<file path="config.mk">
export PLATFORM = sky130hd
export DESIGN_NAME = cmed_cell
export DESIGN_NICKNAME = d
export VERILOG_FILES = /design/src/hw/rtl/cmed_pkg.sv /design/src/hw/rtl/cmed_cell.sv
export SDC_FILE = /design/constraint.sdc
export NUM_CORES = 1
export LEC_CHECK = 0
export BUFFER_PORTS_ARGS = -buffer_cell sky130_fd_sc_hd__buf_2
export CAP_MARGIN = 20
export CORE_ASPECT_RATIO = 0.5
export CORE_MARGIN = 3
export CORE_UTILIZATION = 47
export CTS_CLUSTER_DIAMETER = 30
export DETAILED_ROUTE_END_ITERATION = 8
export PLACE_DENSITY = 0.82
export SETUP_SLACK_MARGIN = 0.3
export SYNTH_ARGS = -nofsm -noshare
export SYNTH_HDL_FRONTEND = slang
export SYNTH_SLANG_ARGS = --single-unit
</file>
<file path="constraint.sdc">
create_clock -name clk -period 4.54 [get_ports clk]
set_clock_uncertainty 0.1 [all_clocks]
set_input_delay 0.454 -clock clk [delete_from_list [all_inputs] [get_ports clk]]
set_output_delay 0.454 -clock clk [all_outputs]
set_load 0.1 [all_outputs]
</file>
<file path="src/hw/rtl/cmed_pkg.sv">
// Shared types and constants for the column median block.
// Used by cmed_cell and column_median; depends on nothing else.
`default_nettype none

package cmed_pkg;

    localparam int SAMPLE_W = 32;
    localparam int COL_W    = 4;
    localparam int MEDIAN_W = 33;
    localparam int ECOUNT_W = 7;
    localparam int APB_W    = 32;
    localparam int ADDR_W   = 3;

    // register index as seen in paddr[2]
    localparam logic REG_SELECTED_COLUMN = 1'b0;

    typedef logic signed [SAMPLE_W-1:0] sample_t;

    typedef enum logic [1:0] {
        ST_IDLE,
        ST_DRAIN,
        ST_EMIT
    } state_t;

    // command broadcast to every cell of the sorting chain
    typedef struct packed {
        logic insert;
        logic drain;
    } cell_ctrl_t;

endpackage

`default_nettype wire

</file>
<file path="src/hw/rtl/cmed_cell.sv">
// One cell of the insertion-sort chain: holds one kept word.
// Depends on cmed_pkg.
`default_nettype none

module cmed_cell (
    input  wire                       clk,
    input  wire cmed_pkg::cell_ctrl_t ctrl,
    input  wire cmed_pkg::sample_t    new_value,
    input  wire                       occupied,
    input  wire cmed_pkg::sample_t    left_value,
    input  wire                       left_gt,
    input  wire cmed_pkg::sample_t    right_value,
    output cmed_pkg::sample_t         value,
    output logic                      gt
);
    import cmed_pkg::*;

    sample_t value_reg;
    sample_t value_next;

    // empty cells count as larger so the new word lands at the end
    assign gt    = !occupied || (value_reg > new_value);
    assign value = value_reg;

    always_comb
    begin
        value_next = value_reg;
        if (ctrl.insert && gt)
        begin
            value_next = left_gt ? left_value : new_value;
        end
        else if (ctrl.drain)
        begin
            value_next = right_value;
        end
    end

    always_ff @(posedge clk)
    begin
        value_reg <= value_next;
    end

endmodule

`default_nettype wire

</file>
# Word level (Yosys, flattened, before mapping)
# Cells that the tools add are included.
# classes
n_lt_le_gt_ge	1
mux	3
n_reduce_logical	4
# op_table
cell	count
$mux 32	3
$gt 32x32->1	1
$reduce_bool 2->1	1
$logic_and 1x1->1	1
$logic_not 1->1	1
$logic_or 1x1->1	1
# word_totals
reg_bits	32

# Logic depth before layout (Yosys ltp)
# logic_depth
word_depth	4
mapped_depth	10
mapped_depth_nobuf	9

# Least setup slack after synthesis
# No wires, ideal clock.
# synth_timing
path_type	reg2reg
start	reg value_reg[31] (netlist: value[31])
end	reg value_reg[0] (netlist: value[0]) (enable)
path_stages_with_launch	10
required_ns	4.110
path_buffers	1
setup_slack_ns	0.720
arrival_time_ns	3.390
path_cell_list	edfxtp_1 ha_1 nand4_1 or4_4 nand2b_4 and3_4 a2bb2oi_2 o311ai_4 buf_6 or2_2
# synth_via
elab_chain_cells	4
# synth_lines
element	line	source
start, declared	cmed_cell.sv:18	sample_t value_reg;
start signal, assigned	cmed_cell.sv:40	value_reg <= value_next;
$gt 32x32->1	cmed_cell.sv:22	assign gt = !occupied || (value_reg > new_value);
$logic_or 1x1->1	cmed_cell.sv:22	
$logic_and 1x1->1	cmed_cell.sv:28	if (ctrl.insert && gt)
$reduce_bool 2->1 (no source line)	-	
# No other way between the ends.
# A chain may end at the register's enable or synchronous reset.

# Final worst setup path
# layout_timing
start	reg value_reg[31] (netlist: value[31])
end	reg value_reg[13] (netlist: value[13]) (enable)
# Same word-level chain as after synthesis.

==> flow_summary_export.csv <==
group,metric,value,unit
yosys,yosys.area_share.xor_xnor,0,%
floorplanning,die_h,59.4,µm
setup_path,crit_slowest_cell,"or2_2",
layout,fin_area,3540,µm²
cts,cts_root_buffer,"clkbuf_16",
timing,fin_crit,3.57,ns
yosys,synth_adder_area_share,15.0,%
hold_path,hold_end,"value[24]",
setup_path,crit_chain,"ha_1, nand4_1, or4_4, nand2b_4, and3_4, o21ai_1, o311ai_4, or2_2",
cts,cts_setup_buffers,0,
setup_path,crit_buf_inv,0,
cts,cts_resized,0,
placement,hpwl,5480,µm
layout,final_layout_size_suffix_gt1_share,45.8,%
floorplanning,rows,18,
layout,finalNonFillerCells,465,
yosys,async_reset_ff_share,0,%
timing,finalHoldViolCount,0,
yosys,synth_top_family_by_area,"multiplexers",
cts,clock_sinks,32,
cts,worstSkewPairLatency,0.27,ns
cts,clkTransAtPathRegs,0.05,ns
cts,cts_tree,"yes",
yosys,synth_nets,396,
layout,n_fill_cell,407,
yosys,yosysTopAreaCellShare,35.9,%
routing,wire_per_inst,14.9,µm
yosys,synthTopCellsByArea,"edfxtp_1 (36%), mux2_4 (16%), ha_1 (15%)",
setup_path,worstSetupStartpointType,"flop",
setup_path,critPathTopFamily,"simple AND/OR/NAND/NOR gates",
timing,setup_viol,0,
global_routing,grt_max_degree,64,
cts,ctsHtreeMaxLevel,2,
global_routing,grt_remaining_overflow,0,
setup_path,cp_slowest_stage_delay,0.68,ns
setup_path,cp_data_required_time,4.35,ns
yosys,syn_area_per_cell,10.2,µm²
setup_path,timing.rr.end,"value[13]",
yosys,ys_seq_area_share,35.9,%
setup_path,arrival,3.39,ns
layout,fin_nets,527,
routing,viasPerCell,5.07,
yosys,ys_ff_latch,32,
power,power.density,499,nW/µm²
yosys,synth_edf_count,32,
routing,drcViolationCount,0,
global_routing,grt_pass1_vias,2423,
timing,max_freq,280,MHz
timing,maxSlewViolCount,0,
routing,wl,6930,µm
timing,max_slew_margin,36.8,%
timing,hold_ws,0.376,ns
timing,worst_pin_slew,0.948,ns
yosys,syn_inst,263,
floorplanning,coreArea,5200,µm²
routing,vias,2358,
outcome,status,"complete, no violations",
yosys,synth_top_area_cell,"edfxtp_1",
yosys,synth_compound_area_share,13.1,%
yosys,ys.warnings.count,0,
placement,place_inst,457,
setup_path,crit_path_end_kind,"flop",
layout,area_growth,32.3,%
yosys,synth_area,2680,µm²
cts,clockBufferDepth,2,
floorplanning,die_w,113,µm
hold_path,hold_start,"right_value[24]",
floorplanning,dieArea,6690,µm²
placement,gp_congestion,0.758,
power,power,0.00177,W
layout,diodes,0,
routing,dr.first_iter.drc_count,97,
timing,fin_crit_sh,78.7,%
global_routing,grt_antenna_before_repair,0,
setup_path,reg2reg_from,"value[31]",
yosys,synth_flop_cell,"edfxtp_1",
setup_path,crit_type,"flop to flop",
floorplanning,initial_core_util,51.4,%
setup_path,crit_fanout,32,
placement,port-buffer-count,133,
power,leakage,1.85,nW
power,vdd_drop_max,0.266,mV
timing,rsz0062_at_grt,"false",
routing,final_antenna_net_count,0,
setup_path,r2r_slack,0.97,ns
yosys,yosys.area_share.simple,10.9,%
routing,dr.pass1.iters,4,
flow_run,maxCapViolCount,0,
yosys,synth_cell_type_count,29,
cts,numCtsBuffers,5,
timing,setup_tns,0,ns
global_routing,grt_pass1_wl,10700,µm
yosys,synth_mux_area_share,18.0,%
global_routing,grt_use_total,20.0,%
hold_path,hold_depth,2,
cts,cts_hold_buf,0,
placement,place_area,3380,µm²
floorplanning,io_pins,134,
setup_path,r2r_cells,8,
layout,largest_reg_flops,32,
hold_path,hold_class,"primary input to flop",
==> power by group <==
group          internal [W]  switching, W
Combinational      0.000250      0.000686
Sequential         0.000414     0.0000365
Clock              0.000258      0.000122
==> cell usage in the layout, fill, tap and decap left out, drive strengths merged <==
master / instances
nand4: 8
nand2: 40
or2: 1
nor3: 3
nand3: 3
nor2b: 1
bufinv: 1
nor4: 1
buf: 134
or3: 1
o21ai: 36
ha: 32
o21a: 1
o311ai: 1
and3: 1
or4: 1
clkbuf: 6
inv: 35
a21oi: 16
o211ai: 2
a2bb2oi: 1
a221oi: 1
nand2b: 1
mux2: 33
a21bo: 1
a21o: 1
edfxtp: 32
clkinv: 1
==> cells by family after synthesis <==
| group | Yosys count |
|---|---|
| simple gates | 61 |
| compound gates | 60 |
| buf+inv | 45 |
| mux | 33 |
| fa+ha+maj | 32 |
| flops | 32 |
==> per-layer routing <==
layer / GRT usage, % / wire [µm] / vias to the layer above
li1: - / - / 1201
met1: 23.8 / 2870 / 1074
met2: 37.9 / 3600 / 75
met3: 4.69 / 376 / 8
met4: 3.77 / 85 / 0
met5: 0 / 0 / -
==> cells in the mapped netlist (2+ instances only) <==
cell / count
nand2_1: 40
inv_1: 35
o21ai_0: 35
edfxtp_1: 32
ha_1: 32
mux2_4: 29
a21oi_1: 16
nand4_1: 8
clkbuf_1: 6
mux2_2: 4
buf_6: 3
nand3_1: 3
nor3_1: 3
o211ai_1: 2
==> stage by stage <==
step	setup slack, ns	utilization [%]
floorplan	0.720	-
global placement	0.932	64.9
detailed placement	0.784	64.9
CTS	0.950	68.0
global route	0.814	68.0
finish	0.965	68.0
==> final cells by class <==
type / instances / area, µm² / share of cell area, %
sequential: 32 / 961 / 27.1
multi-input combinational: 186 / 1520 / 43.0
inverter: 35 / 131 / 3.71
clock buffer: 6 / 129 / 3.64
clock inverter: 2 / 35.0 / 0.990
tap: 70 / 87.6 / 2.47
timing repair buffer: 134 / 673 / 19.0
==> how the worst max path moves through the flow <==
stage,startpoint,to,slack (ns),cells past startpoint
floorplan,value[31],value[0],0.72,9
global placement,new_value[31],value[4],0.93,10
detailed placement,new_value[31],value[7],0.78,10
CTS,value[31],value[9],0.95,8
global route,value[21],value[9],0.81,7
finish,value[31],value[13],0.97,8
No activity file was read; power rests on OpenSTA's default activity.
